--- config.mk ---
export PLATFORM = sky130hd
export DESIGN_NAME = playfair_digraph_cipher_flat
export DESIGN_NICKNAME = d
export VERILOG_FILES = /design/src/pfc_pkg.sv /design/src/pfc_ifs.sv /design/src/pfc_ctrl.sv /design/src/pfc_dp.sv /design/src/playfair_digraph_cipher.sv /design/src/flat_wrapper.sv
export SDC_FILE = /design/constraint.sdc
export NUM_CORES = 1
export LEC_CHECK = 0
export BUFFER_PORTS_ARGS = -buffer_cell sky130_fd_sc_hd__buf_2
export CORE_UTILIZATION = 44
export CTS_BUF_LIST = sky130_fd_sc_hd__clkbuf_16
export DETAILED_ROUTE_END_ITERATION = 7
export HOLD_SLACK_MARGIN = 0.05
export PLACE_DENSITY = 0.59
export SETUP_SLACK_MARGIN = 0.02
export SKIP_LAST_GASP = 1
export SYNTH_ARGS = -nofsm -noshare
export SYNTH_HDL_FRONTEND = slang
export SYNTH_SLANG_ARGS = --single-unit
--- constraint.sdc ---
create_clock -name clk_i -period 6.62 [get_ports clk_i]
set_input_delay 0.662 -clock clk_i [delete_from_list [all_inputs] [get_ports clk_i]]
set_output_delay 0.662 -clock clk_i [all_outputs]
set_load 0.02 [all_outputs]
--- src/pfc_pkg.sv ---
// Shared types, codes and square geometry helpers for the Playfair block.
// No dependencies.
`timescale 1ns / 1ps
`default_nettype none

package pfc_pkg;

  localparam int SIDE        = 5;
  localparam int CELLS       = SIDE * SIDE;
  localparam int NUM_LETTERS = 26;
  localparam int LW          = 5;
  localparam int KW          = 3;
  localparam int FW          = 2;
  localparam int RCW         = $clog2(SIDE);

  typedef logic [LW-1:0]  letter_t;
  typedef logic [RCW-1:0] rc_t;

  localparam letter_t LET_I     = 5'd8;
  localparam letter_t LET_J     = 5'd9;
  localparam letter_t LET_X     = 5'd23;
  localparam letter_t LET_SPACE = 5'd26;

  typedef enum logic [KW-1:0] {
    KIND_CLEAR  = 3'd0,
    KIND_KEY    = 3'd1,
    KIND_FINISH = 3'd2,
    KIND_MSG    = 3'd3,
    KIND_END    = 3'd4
  } kind_e;

  typedef enum logic [FW-1:0] {
    FAULT_NONE  = 2'd0,
    FAULT_ODD   = 2'd1,
    FAULT_NOKEY = 2'd2
  } fault_e;

  typedef enum logic [1:0] {
    SEL_R0   = 2'd0,
    SEL_R1   = 2'd1,
    SEL_SPEC = 2'd2
  } osel_e;

  typedef struct packed {
    logic   clear_key;
    logic   place_key;
    logic   walk_start;
    logic   walk_step;
    logic   set_ready;
    logic   hold_load;
    logic   hold_clr;
    logic   pair_load;
    logic   pair_use_x;
    logic   pair_dec;
    logic   pos_rd;
    logic   pos_rd_b;
    logic   pa_cap;
    logic   sq_rd;
    logic   sq_rd_hi;
    logic   addr1_cap;
    logic   r0_cap;
    logic   spec_load;
    logic   spec_end;
    fault_e spec_fault;
    logic   out_load;
    osel_e  out_sel;
  } cmd_t;

  typedef struct packed {
    logic dir;
    logic sq_ready;
    logic holding;
    logic is_space;
    logic same_held;
    logic walk_last;
    logic out_free;
    logic r0_skip;
    logic r1_skip;
  } stat_t;

  function automatic rc_t row_of(input letter_t p);
    rc_t r;
    r = '0;
    for (int k = 1; k < SIDE; k++) begin
      if (p >= LW'(k * SIDE)) begin
        r = RCW'(k);
      end
    end
    return r;
  endfunction

  function automatic rc_t col_of(input letter_t p);
    letter_t t;
    t = p - LW'(row_of(p)) * LW'(SIDE);
    return t[RCW-1:0];
  endfunction

  function automatic rc_t step_rc(input rc_t v, input logic dec);
    rc_t r;
    if (dec) begin
      r = (v == '0) ? RCW'(SIDE - 1) : v - RCW'(1);
    end else begin
      r = (v == RCW'(SIDE - 1)) ? '0 : v + RCW'(1);
    end
    return r;
  endfunction

  function automatic letter_t cell_of(input rc_t r, input rc_t c);
    return LW'(r) * LW'(SIDE) + LW'(c);
  endfunction

endpackage

`default_nettype wire

--- src/pfc_ifs.sv ---
// Valid/ready stream interfaces for the input and result channels.
// Depends on pfc_pkg for field widths.
`timescale 1ns / 1ps
`default_nettype none

interface pfc_in_if;
  logic                     valid;
  logic                     ready;
  logic [pfc_pkg::KW-1:0]   kind;
  logic [pfc_pkg::LW-1:0]   letter;

  modport source (output valid, output kind, output letter, input ready);
  modport sink   (input valid, input kind, input letter, output ready);
endinterface

interface pfc_out_if;
  logic                     valid;
  logic                     ready;
  logic [pfc_pkg::LW-1:0]   out_letter;
  logic                     end_marker;
  logic [pfc_pkg::FW-1:0]   fault;

  modport source (output valid, output out_letter, output end_marker, output fault,
                  input ready);
  modport sink   (input valid, input out_letter, input end_marker, input fault,
                  output ready);
endinterface

`default_nettype wire

--- src/pfc_ctrl.sv ---
// Sequencing state machine: decodes input words and steps the datapath.
// Depends on pfc_pkg (cmd_t, stat_t, codes).
`timescale 1ns / 1ps
`default_nettype none

module pfc_ctrl (
  input  logic                   clk_i,
  input  logic                   rst_ni,
  input  logic                   in_valid_i,
  input  logic [pfc_pkg::KW-1:0] in_kind_i,
  output logic                   in_ready_o,
  input  pfc_pkg::stat_t         stat_i,
  output pfc_pkg::cmd_t          cmd_o
);
  import pfc_pkg::*;

  typedef enum logic [8:0] {
    ST_IDLE = 9'b000000001,
    ST_WALK = 9'b000000010,
    ST_PA   = 9'b000000100,
    ST_PB   = 9'b000001000,
    ST_SQ0  = 9'b000010000,
    ST_SQ1  = 9'b000100000,
    ST_E0   = 9'b001000000,
    ST_E1   = 9'b010000000,
    ST_SPEC = 9'b100000000
  } state_e;

  state_e state_q, state_d;
  logic   end_after_q, end_after_d;

  always_comb begin
    state_d     = state_q;
    end_after_d = end_after_q;
    cmd_o       = '0;
    in_ready_o  = 1'b0;
    case (state_q)
      ST_IDLE: begin
        in_ready_o = 1'b1;
        if (in_valid_i) begin
          case (kind_e'(in_kind_i))
            KIND_CLEAR: begin
              cmd_o.clear_key = 1'b1;
            end
            KIND_KEY: begin
              cmd_o.place_key = !stat_i.sq_ready;
            end
            KIND_FINISH: begin
              if (!stat_i.sq_ready) begin
                cmd_o.walk_start = 1'b1;
                state_d          = ST_WALK;
              end
            end
            KIND_MSG: begin
              if (stat_i.is_space) begin
                state_d = ST_IDLE;
              end else if (!stat_i.sq_ready) begin
                cmd_o.spec_load  = 1'b1;
                cmd_o.spec_end   = 1'b0;
                cmd_o.spec_fault = FAULT_NOKEY;
                state_d          = ST_SPEC;
              end else if (!stat_i.holding) begin
                cmd_o.hold_load = 1'b1;
              end else if (!stat_i.dir && stat_i.same_held) begin
                // doubled letter: pad with X, second letter stays held
                cmd_o.pair_load  = 1'b1;
                cmd_o.pair_use_x = 1'b1;
                end_after_d      = 1'b0;
                state_d          = ST_PA;
              end else begin
                cmd_o.pair_load = 1'b1;
                cmd_o.pair_dec  = stat_i.dir;
                cmd_o.hold_clr  = 1'b1;
                end_after_d     = 1'b0;
                state_d         = ST_PA;
              end
            end
            KIND_END: begin
              cmd_o.hold_clr  = 1'b1;
              cmd_o.spec_load = 1'b1;
              cmd_o.spec_end  = 1'b1;
              if (!stat_i.sq_ready) begin
                cmd_o.spec_fault = FAULT_NOKEY;
                state_d          = ST_SPEC;
              end else if (stat_i.holding && stat_i.dir) begin
                cmd_o.spec_fault = FAULT_ODD;
                state_d          = ST_SPEC;
              end else if (stat_i.holding) begin
                cmd_o.spec_fault = FAULT_NONE;
                cmd_o.pair_load  = 1'b1;
                cmd_o.pair_use_x = 1'b1;
                end_after_d      = 1'b1;
                state_d          = ST_PA;
              end else begin
                cmd_o.spec_fault = FAULT_NONE;
                state_d          = ST_SPEC;
              end
            end
            default: begin
              state_d = ST_IDLE;
            end
          endcase
        end
      end
      ST_WALK: begin
        cmd_o.walk_step = 1'b1;
        if (stat_i.walk_last) begin
          cmd_o.set_ready = 1'b1;
          state_d         = ST_IDLE;
        end
      end
      ST_PA: begin
        cmd_o.pos_rd = 1'b1;
        state_d      = ST_PB;
      end
      ST_PB: begin
        cmd_o.pos_rd   = 1'b1;
        cmd_o.pos_rd_b = 1'b1;
        cmd_o.pa_cap   = 1'b1;
        state_d        = ST_SQ0;
      end
      ST_SQ0: begin
        cmd_o.sq_rd     = 1'b1;
        cmd_o.addr1_cap = 1'b1;
        state_d         = ST_SQ1;
      end
      ST_SQ1: begin
        cmd_o.sq_rd    = 1'b1;
        cmd_o.sq_rd_hi = 1'b1;
        cmd_o.r0_cap   = 1'b1;
        state_d        = ST_E0;
      end
      ST_E0: begin
        if (stat_i.r0_skip) begin
          state_d = ST_E1;
        end else if (stat_i.out_free) begin
          cmd_o.out_load = 1'b1;
          cmd_o.out_sel  = SEL_R0;
          state_d        = ST_E1;
        end
      end
      ST_E1: begin
        if (stat_i.r1_skip || stat_i.out_free) begin
          cmd_o.out_load = !stat_i.r1_skip;
          cmd_o.out_sel  = SEL_R1;
          state_d        = end_after_q ? ST_SPEC : ST_IDLE;
        end
      end
      ST_SPEC: begin
        if (stat_i.out_free) begin
          cmd_o.out_load = 1'b1;
          cmd_o.out_sel  = SEL_SPEC;
          state_d        = ST_IDLE;
        end
      end
      default: begin
        state_d = ST_IDLE;
      end
    endcase
  end

  always_ff @(posedge clk_i or negedge rst_ni) begin
    if (!rst_ni) begin
      state_q     <= ST_IDLE;
      end_after_q <= 1'b0;
    end else begin
      state_q     <= state_d;
      end_after_q <= end_after_d;
    end
  end

endmodule

`default_nettype wire

--- src/pfc_dp.sv ---
// Datapath: key square and letter position memories, pair geometry, output register.
// Depends on pfc_pkg (cmd_t, stat_t, geometry functions).
`timescale 1ns / 1ps
`default_nettype none

module pfc_dp (
  input  logic                   clk_i,
  input  logic                   rst_ni,
  input  logic                   cfg_we_i,
  input  logic                   cfg_wdata_i,
  input  logic [pfc_pkg::LW-1:0] in_letter_i,
  input  pfc_pkg::cmd_t          cmd_i,
  output pfc_pkg::stat_t         stat_o,
  output logic                   out_valid_o,
  input  logic                   out_ready_i,
  output logic [pfc_pkg::LW-1:0] out_letter_o,
  output logic                   out_end_o,
  output logic [pfc_pkg::FW-1:0] out_fault_o
);
  import pfc_pkg::*;

  logic                   dir_q;
  logic [NUM_LETTERS-1:0] placed_q;
  letter_t                fill_q;
  letter_t                walk_q;
  logic                   holding_q;
  logic                   ready_q;
  logic                   out_valid_q;

  letter_t held_q, a_q, b_q, pa_q, addr1_q, r0_q;
  logic    dec_q;
  logic    spec_end_q;
  fault_e  spec_fault_q;
  letter_t pos_rdata_q, sq_rdata_q;
  letter_t out_letter_q;
  logic    out_end_q;
  fault_e  out_fault_q;

  letter_t pos_mem [NUM_LETTERS];
  letter_t sq_mem  [CELLS];

  letter_t place_let;
  logic    place_en;
  letter_t pos_sel, pos_raddr, sq_raddr;
  letter_t addr0, addr1;
  rc_t     ra, ca, rb, cb, ra_n, ca_n, rb_n, cb_n;

  // key placement: first appearance only, J never placed
  assign place_let = cmd_i.walk_step ? walk_q : in_letter_i;
  assign place_en  = (cmd_i.walk_step || cmd_i.place_key)
                   && (place_let < LW'(NUM_LETTERS)) && (place_let != LET_J)
                   && !placed_q[place_let] && (fill_q < LW'(CELLS));

  always_ff @(posedge clk_i or negedge rst_ni) begin
    if (!rst_ni) begin
      dir_q <= 1'b0;
    end else if (cfg_we_i) begin
      dir_q <= cfg_wdata_i;
    end
  end

  always_ff @(posedge clk_i or negedge rst_ni) begin
    if (!rst_ni) begin
      placed_q  <= '0;
      fill_q    <= '0;
      holding_q <= 1'b0;
      ready_q   <= 1'b0;
    end else if (cmd_i.clear_key) begin
      placed_q  <= '0;
      fill_q    <= '0;
      holding_q <= 1'b0;
      ready_q   <= 1'b0;
    end else begin
      if (place_en) begin
        placed_q[place_let] <= 1'b1;
        fill_q              <= fill_q + LW'(1);
      end
      if (cmd_i.set_ready) begin
        ready_q <= 1'b1;
      end
      if (cmd_i.hold_load) begin
        holding_q <= 1'b1;
      end else if (cmd_i.hold_clr) begin
        holding_q <= 1'b0;
      end
    end
  end

  always_ff @(posedge clk_i or negedge rst_ni) begin
    if (!rst_ni) begin
      walk_q <= '0;
    end else if (cmd_i.walk_start) begin
      walk_q <= '0;
    end else if (cmd_i.walk_step) begin
      walk_q <= walk_q + LW'(1);
    end
  end

  // position table, J looked up as I
  assign pos_sel   = cmd_i.pos_rd_b ? b_q : a_q;
  assign pos_raddr = (pos_sel == LET_J) ? LET_I : pos_sel;

  always_ff @(posedge clk_i) begin
    if (place_en) begin
      pos_mem[place_let] <= fill_q;
    end
    if (cmd_i.pos_rd) begin
      pos_rdata_q <= pos_mem[pos_raddr];
    end
  end

  always_ff @(posedge clk_i) begin
    if (place_en) begin
      sq_mem[fill_q] <= place_let;
    end
    if (cmd_i.sq_rd) begin
      sq_rdata_q <= sq_mem[sq_raddr];
    end
  end

  // pair geometry: pa_q and the second position in pos_rdata_q
  always_comb begin
    ra   = row_of(pa_q);
    ca   = col_of(pa_q);
    rb   = row_of(pos_rdata_q);
    cb   = col_of(pos_rdata_q);
    ra_n = ra;
    ca_n = ca;
    rb_n = rb;
    cb_n = cb;
    if (ra == rb) begin
      ca_n = step_rc(ca, dec_q);
      cb_n = step_rc(cb, dec_q);
    end else if (ca == cb) begin
      ra_n = step_rc(ra, dec_q);
      rb_n = step_rc(rb, dec_q);
    end else begin
      ca_n = cb;
      cb_n = ca;
    end
  end

  assign addr0    = cell_of(ra_n, ca_n);
  assign addr1    = cell_of(rb_n, cb_n);
  assign sq_raddr = cmd_i.sq_rd_hi ? addr1_q : addr0;

  always_ff @(posedge clk_i) begin
    if (cmd_i.hold_load) begin
      held_q <= in_letter_i;
    end
    if (cmd_i.pair_load) begin
      a_q   <= held_q;
      b_q   <= cmd_i.pair_use_x ? LET_X : in_letter_i;
      dec_q <= cmd_i.pair_dec;
    end
    if (cmd_i.pa_cap) begin
      pa_q <= pos_rdata_q;
    end
    if (cmd_i.addr1_cap) begin
      addr1_q <= addr1;
    end
    if (cmd_i.r0_cap) begin
      r0_q <= sq_rdata_q;
    end
    if (cmd_i.spec_load) begin
      spec_end_q   <= cmd_i.spec_end;
      spec_fault_q <= cmd_i.spec_fault;
    end
  end

  // output register
  always_ff @(posedge clk_i or negedge rst_ni) begin
    if (!rst_ni) begin
      out_valid_q <= 1'b0;
    end else if (cmd_i.out_load) begin
      out_valid_q <= 1'b1;
    end else if (out_ready_i) begin
      out_valid_q <= 1'b0;
    end
  end

  always_ff @(posedge clk_i) begin
    if (cmd_i.out_load) begin
      case (cmd_i.out_sel)
        SEL_R0: begin
          out_letter_q <= r0_q;
          out_end_q    <= 1'b0;
          out_fault_q  <= FAULT_NONE;
        end
        SEL_R1: begin
          out_letter_q <= sq_rdata_q;
          out_end_q    <= 1'b0;
          out_fault_q  <= FAULT_NONE;
        end
        SEL_SPEC: begin
          out_letter_q <= '0;
          out_end_q    <= spec_end_q;
          out_fault_q  <= spec_fault_q;
        end
        default: begin
          out_letter_q <= '0;
          out_end_q    <= 1'b0;
          out_fault_q  <= FAULT_NONE;
        end
      endcase
    end
  end

  assign out_valid_o  = out_valid_q;
  assign out_letter_o = out_letter_q;
  assign out_end_o    = out_end_q;
  assign out_fault_o  = out_fault_q;

  assign stat_o.dir       = dir_q;
  assign stat_o.sq_ready  = ready_q;
  assign stat_o.holding   = holding_q;
  assign stat_o.is_space  = (in_letter_i >= LET_SPACE);
  assign stat_o.same_held = (held_q == in_letter_i);
  assign stat_o.walk_last = (walk_q == LW'(NUM_LETTERS - 1));
  assign stat_o.out_free  = !out_valid_q || out_ready_i;
  assign stat_o.r0_skip   = dec_q && (r0_q == LET_X);
  assign stat_o.r1_skip   = dec_q && (sq_rdata_q == LET_X);

endmodule

`default_nettype wire

--- src/playfair_digraph_cipher.sv ---
// Top level of the Playfair digraph cipher: controller plus datapath.
// Depends on pfc_pkg, pfc_in_if, pfc_out_if, pfc_ctrl, pfc_dp.
//
//   channel  | dir | handshake        | word
//   ---------+-----+------------------+-------------------------------
//   in_i     | in  | valid/ready      | kind[2:0], letter[4:0]
//   out_o    | out | valid/ready      | out_letter[4:0], end_marker, fault[1:0]
//   cfg      | in  | cfg_we_i only    | cfg_wdata_i = direction
//
// Clear, key letter, space and a first message letter are handled within ST_IDLE.
// Finish key starts the fill walk in ST_WALK, one letter of the alphabet per cycle.
// A completed pair runs ST_PA, ST_PB, ST_SQ0, ST_SQ1, ST_E0 and ST_E1, with two
// reads each on the position and square memories; END adds ST_SPEC for the marker.
// Output stalls hold the sequencer; one result word waits in the output register.
// Reset clears control state; the square contents are rebuilt by each key.
`timescale 1ns / 1ps
`default_nettype none

module playfair_digraph_cipher (
  input  logic       clk_i,
  input  logic       rst_ni,
  input  logic       cfg_we_i,
  input  logic       cfg_wdata_i,
  pfc_in_if.sink     in_i,
  pfc_out_if.source  out_o
);
  import pfc_pkg::*;

  cmd_t  cmd;
  stat_t stat;

  pfc_ctrl u_ctrl (
    .clk_i      (clk_i),
    .rst_ni     (rst_ni),
    .in_valid_i (in_i.valid),
    .in_kind_i  (in_i.kind),
    .in_ready_o (in_i.ready),
    .stat_i     (stat),
    .cmd_o      (cmd)
  );

  pfc_dp u_dp (
    .clk_i        (clk_i),
    .rst_ni       (rst_ni),
    .cfg_we_i     (cfg_we_i),
    .cfg_wdata_i  (cfg_wdata_i),
    .in_letter_i  (in_i.letter),
    .cmd_i        (cmd),
    .stat_o       (stat),
    .out_valid_o  (out_o.valid),
    .out_ready_i  (out_o.ready),
    .out_letter_o (out_o.out_letter),
    .out_end_o    (out_o.end_marker),
    .out_fault_o  (out_o.fault)
  );

endmodule

`default_nettype wire

--- src/flat_wrapper.sv ---
// flat-port wrapper written by rule: the top's interface ports become plain ports
module playfair_digraph_cipher_flat import pfc_pkg::*;
  (clk_i, rst_ni, cfg_we_i, cfg_wdata_i, in_i_valid, in_i_kind, in_i_letter, in_i_ready, out_o_valid, out_o_out_letter, out_o_end_marker, out_o_fault, out_o_ready);
  pfc_in_if in_i_i ();
  pfc_out_if out_o_i ();
  input  logic clk_i;
  input  logic rst_ni;
  input  logic cfg_we_i;
  input  logic cfg_wdata_i;
  input wire logic [$bits(in_i_i.valid)-1:0] in_i_valid;
  input wire logic [$bits(in_i_i.kind)-1:0] in_i_kind;
  input wire logic [$bits(in_i_i.letter)-1:0] in_i_letter;
  output wire logic [$bits(in_i_i.ready)-1:0] in_i_ready;
  output wire logic [$bits(out_o_i.valid)-1:0] out_o_valid;
  output wire logic [$bits(out_o_i.out_letter)-1:0] out_o_out_letter;
  output wire logic [$bits(out_o_i.end_marker)-1:0] out_o_end_marker;
  output wire logic [$bits(out_o_i.fault)-1:0] out_o_fault;
  input wire logic [$bits(out_o_i.ready)-1:0] out_o_ready;
  assign in_i_i.valid = in_i_valid;
  assign in_i_i.kind = in_i_kind;
  assign in_i_i.letter = in_i_letter;
  assign in_i_ready = in_i_i.ready;
  assign out_o_valid = out_o_i.valid;
  assign out_o_out_letter = out_o_i.out_letter;
  assign out_o_end_marker = out_o_i.end_marker;
  assign out_o_fault = out_o_i.fault;
  assign out_o_i.ready = out_o_ready;
  playfair_digraph_cipher u_core (.clk_i(clk_i), .rst_ni(rst_ni), .cfg_we_i(cfg_we_i), .cfg_wdata_i(cfg_wdata_i), .in_i(in_i_i), .out_o(out_o_i));
endmodule
==> results.txt <==
----------------------------------------------------
[Drt]
  Number of DRC violations after detailed routing ... 0
  Routed via count divided by cell count ... 5.541
  First-pass iteration count of the detailed router ... 5
  Detailed-route wire length ... 36670 um
  Post-route antenna net violation count ... 0
  Mean routed wirelength per cell ... 20.52 um
  First DRT Iteration DRCs ... 771
  Detailed-route via count ... 9902

[Timing]
  Setup tns final ... 0 ps
  Final Skew ... 23.44 ps
  Count of endpoints failing setup in the final report ... 0
  Final worst path period share ... 93.84%
  Fin. Hold Viols ... 0
  Minimum clock period ... 6212 ps
  Final hold slack ... 234.2 ps
  Final number of max-transition violations ... 0
  Maximum clock frequency ... 161.0 MHz
  Worst slew pin tran ... 1284 ps
  Worst rel slew slack ... 14.43%
  Setup repair after global routing missed its margin ... false

[Pwr]
  Max rail drop VDD ... 0.2171 mV
  Static Leak ... 6.586 nW
  Total power density per cell area ... 277.8 mW/mm^2
  Power after layout ... 0.005130 W

[Setup path]
  Arrival time reported for the critical path endpoint ... 6510 ps
  Cells on worst reg2reg path ... 21
  Critical path, cell by cell ... or3b_1 -> o311ai_1 -> o21ai_1 -> inv_1 -> ha_1 -> fa_1 -> xnor2_1 -> xnor2_2 -> xor2_1 -> nand3_1 -> inv_1 -> mux4_2 -> ha_1 -> ha_1 -> ha_1 -> a21o_1 -> a21oi_1 -> xor2_1 -> or3b_1 -> a31oi_4 -> mux2_2
  Largest stage delay on the critical path ... 520 ps
  Setup slack, reg-to-reg ... 410 ps
  Worst setup SP type ... register
  Cell type of the slowest stage on the worst timing path ... sky130_fd_sc_hd__mux4_2
  RR Endpoint ... u_core.u_dp.sq_rdata_q[1]$_DFFE_PP_
  Dominant cell type by count on the critical path ... sky130_fd_sc_hd__ha_1
  Element type at the critical path end ... register
  Reg2Reg Launch Point ... u_core.u_dp.pos_rdata_q[3]$_DFFE_PP_
  Kind of critical path ... reg -> reg
  Required time at the worst-slack endpoint ... 6920 ps
  Maximum fanout count along the critical path ... 6

[CTS]
  CTS Hold Bufs ... 0
  Level count of the clock H-tree ... 2
  Insertion delay of the later-clocked pin in the worst-skew pair ... 560 ps
  TritonCTS Buffers ... 39
  Max clock buf depth ... 3
  CTS root buffer ... sky130_fd_sc_hd__clkbuf_16
  Clk slew on worst S/H paths ... 60 ps
  CTS tree ... built
  Number of sinks driven by the clock tree ... 356

[Global route]
  Antenna violations before repair ... 0
  Global-route wire length before repair ... 57180 um
  Aggregate global routing overflow ... 0
  Overall global routing resource usage ... 19.59%
  Largest net degree at the start of global routing ... 56
  Via count of the first global-routing pass ... 9719

[Cells and area]
  Area growth from synthesis to layout ... 11.41%
  N_diodes ... 0
  Layout cell share with drive strength beyond 1 ... 15.98%
  Number of fillers in the final layout ... 3176
  Count of nets after finishing ... 1309

[Run]
  Count of max-cap constraint violations ... 0

[Yosys]
  EDFF count, synth ... 307
  Yosys reg bits ... 356
  Count of different cell masters after synthesis ... 82
  Post-Syn Area per Cell ... 13.56 sq um
  Number of warning messages in the yosys log ... 0
  Most instantiated flip-flop cell in the synthesis netlist ... sky130_fd_sc_hd__edfxtp_1
  Sequential element share of the synthesized area ... 63.03%
  Fraction of registers with async set/reset ... 13.76%
  Post-synthesis instance area ... 0.01657 sq mm
  Cell count after synthesis ... 1222

[Die]
  Vertical die dimension ... 196.1 um
  Die area ... 0.03845 sq mm
  Starting density of the core ... 44.95%
  Std-Cell Rows ... 70
  Die width ... 196.1 um
  Floorplan Core Area ... 0.03687 sq mm
  Number of ports placed on the die boundary ... 24

[Hold path]
  Worst hold-check path type ... in -> async

[Place]
  Hpwl dp ... 24030 um
  Port Buffers ... 23
  Placer Congestion ... 0.8275

[Status]
  Outcome ... finished clean

----------------------------------------------------
state kept, by name, summed over array words and instances, names as in the netlist, 5 cells and up:
signal                    flops
u_core.u_dp.sq_rdata_q        5
u_core.u_dp.addr1_q           5
u_core.u_dp.r0_q              5
u_core.u_dp.held_q            5
u_core.u_dp.b_q               5
u_core.u_dp.pos_rdata_q       5
u_core.u_dp.pos_mem         130
u_core.u_dp.sq_mem          125
u_core.u_dp.fill_q            5
u_core.u_ctrl.state_q         9
u_core.u_dp.a_q               5
u_core.u_dp.pa_q              5
u_core.u_dp.walk_q            5
u_core.u_dp.out_letter_o      5
u_core.u_dp.placed_q         25
cells in the final DEF (no fill, tap or decap), types with 31 or more instances in the layout:
cell,instances
sky130_fd_sc_hd__a21oi_1,40
sky130_fd_sc_hd__clkbuf_16,39
sky130_fd_sc_hd__dfrtp_1,48
sky130_fd_sc_hd__edfxtp_1,307
sky130_fd_sc_hd__ha_1,32
sky130_fd_sc_hd__inv_1,57
sky130_fd_sc_hd__mux2i_1,60
sky130_fd_sc_hd__mux4_2,31
sky130_fd_sc_hd__nand2_1,119
sky130_fd_sc_hd__nor2_1,97
report_power, final:
part | total (W) | switching [W] | internal [W]
sequential | 0.00268 | 0.0000759 | 0.00260
clock | 0.00198 | 0.000872 | 0.00110
combinational | 0.000477 | 0.000312 | 0.000165
synthesized netlist by cell type (all sizes together) (12+ instances only):
cell      n  share of area, %
edfxtp  307                56
nand2   119               2.7
nor2     98               2.2
mux2i    64               3.9
dfrtp    48               7.2
inv      48               1.1
a21oi    40               1.2
o21ai    38               1.2
clkbuf   35              0.79
ha       32               2.4
mux4     31               4.2
a211oi   28               1.3
o21a     28               1.3
a31oi    24              0.94
nor3     23               1.1
and2     22              0.84
buf      22              0.82
mux2     18               1.2
nand3    18              0.54
nor4     17               1.2
xnor2    16              0.94
nand2b   13              0.49
o22ai    12              0.45
worst max-delay path by stage:
stage	start	endpoint	slack [ps]
5_1_grt	u_core.u_dp.pos_rdata_q[2]$_DFFE_PP_	u_core.u_dp.sq_rdata_q[2]$_DFFE_PP_	50
4_1_cts	u_core.u_dp.pos_rdata_q[3]$_DFFE_PP_	u_core.u_dp.sq_rdata_q[1]$_DFFE_PP_	140
3_3_place_gp	u_core.u_dp.pos_rdata_q[2]$_DFFE_PP_	u_core.u_dp.sq_rdata_q[1]$_DFFE_PP_	400
3_5_place_dp	u_core.u_dp.pos_rdata_q[3]$_DFFE_PP_	u_core.u_dp.sq_rdata_q[2]$_DFFE_PP_	160
6_report	u_core.u_dp.pos_rdata_q[3]$_DFFE_PP_	u_core.u_dp.sq_rdata_q[1]$_DFFE_PP_	410
2_1_floorplan	u_core.u_dp.pos_rdata_q[3]$_DFFE_PP_	u_core.u_dp.sq_rdata_q[0]$_DFFE_PP_	590
worst max-delay path: cells and delay by family, from the launching register on:
| family | cells | cell delay (ps) |
|---|---|---|
| fa+ha+maj | 5 | 1550 |
| compound gates | 5 | 1060 |
| xor+xnor | 4 | 980 |
| mux | 2 | 890 |
| simple gates | 3 | 760 |
| flops | 1 | 460 |
| buf+inv | 2 | 260 |
cell families after synthesis:
kind of cell,after synthesis,share of synthesized area (%)
AOI/OAI and AO/OA,212,8.613
adders and majority gates,36,2.899
muxes,113,9.300
xor gates and xnor gates,27,1.517
DFF,356,63.03
other,1,0.02262
buffers and inverters,106,2.725
and+or+nand+nor,371,11.90
stage by stage:
stage	util, %	worst slack (ps)	cells	instance area, sq um
final	50.08	407.9	1787	18470
after global routing	50.08	45.99	1787	18470
after CTS	50.01	138.4	1785	18440
after detailed placement	46.96	160.7	1720	17310
after global placement	46.96	397.9	1720	17310
after floorplan	-	592.9	1226	16590
routing by layer:
metal	GRT usage (%)	up-vias	wire length (um)	part of all wire [%]
li1	-	4672	-	-
met1	26.80	4986	16260	44
met2	32.20	192	17900	49
met3	2.768	52	1627	4.4
met4	6.568	0	872	2.4
met5	0	-	0	0
what timing repair did:
item,CTS,global route
resized for setup,0,3
setup endpoints to repair,0,5
buffers inserted,0,2
area by class of cell:
cell class	count	area (sq um)	area share [%]
clock buffer	39	975.9	5.285
timing repair buffer	49	322.8	1.748
clock inverter	26	148.9	0.8063
sequential	356	10450	56.57
inverter	49	183.9	0.9960
tap	504	630.6	3.415
multi-input combinational	764	5758	31.18
No activity file was read; power rests on OpenSTA's default activity.
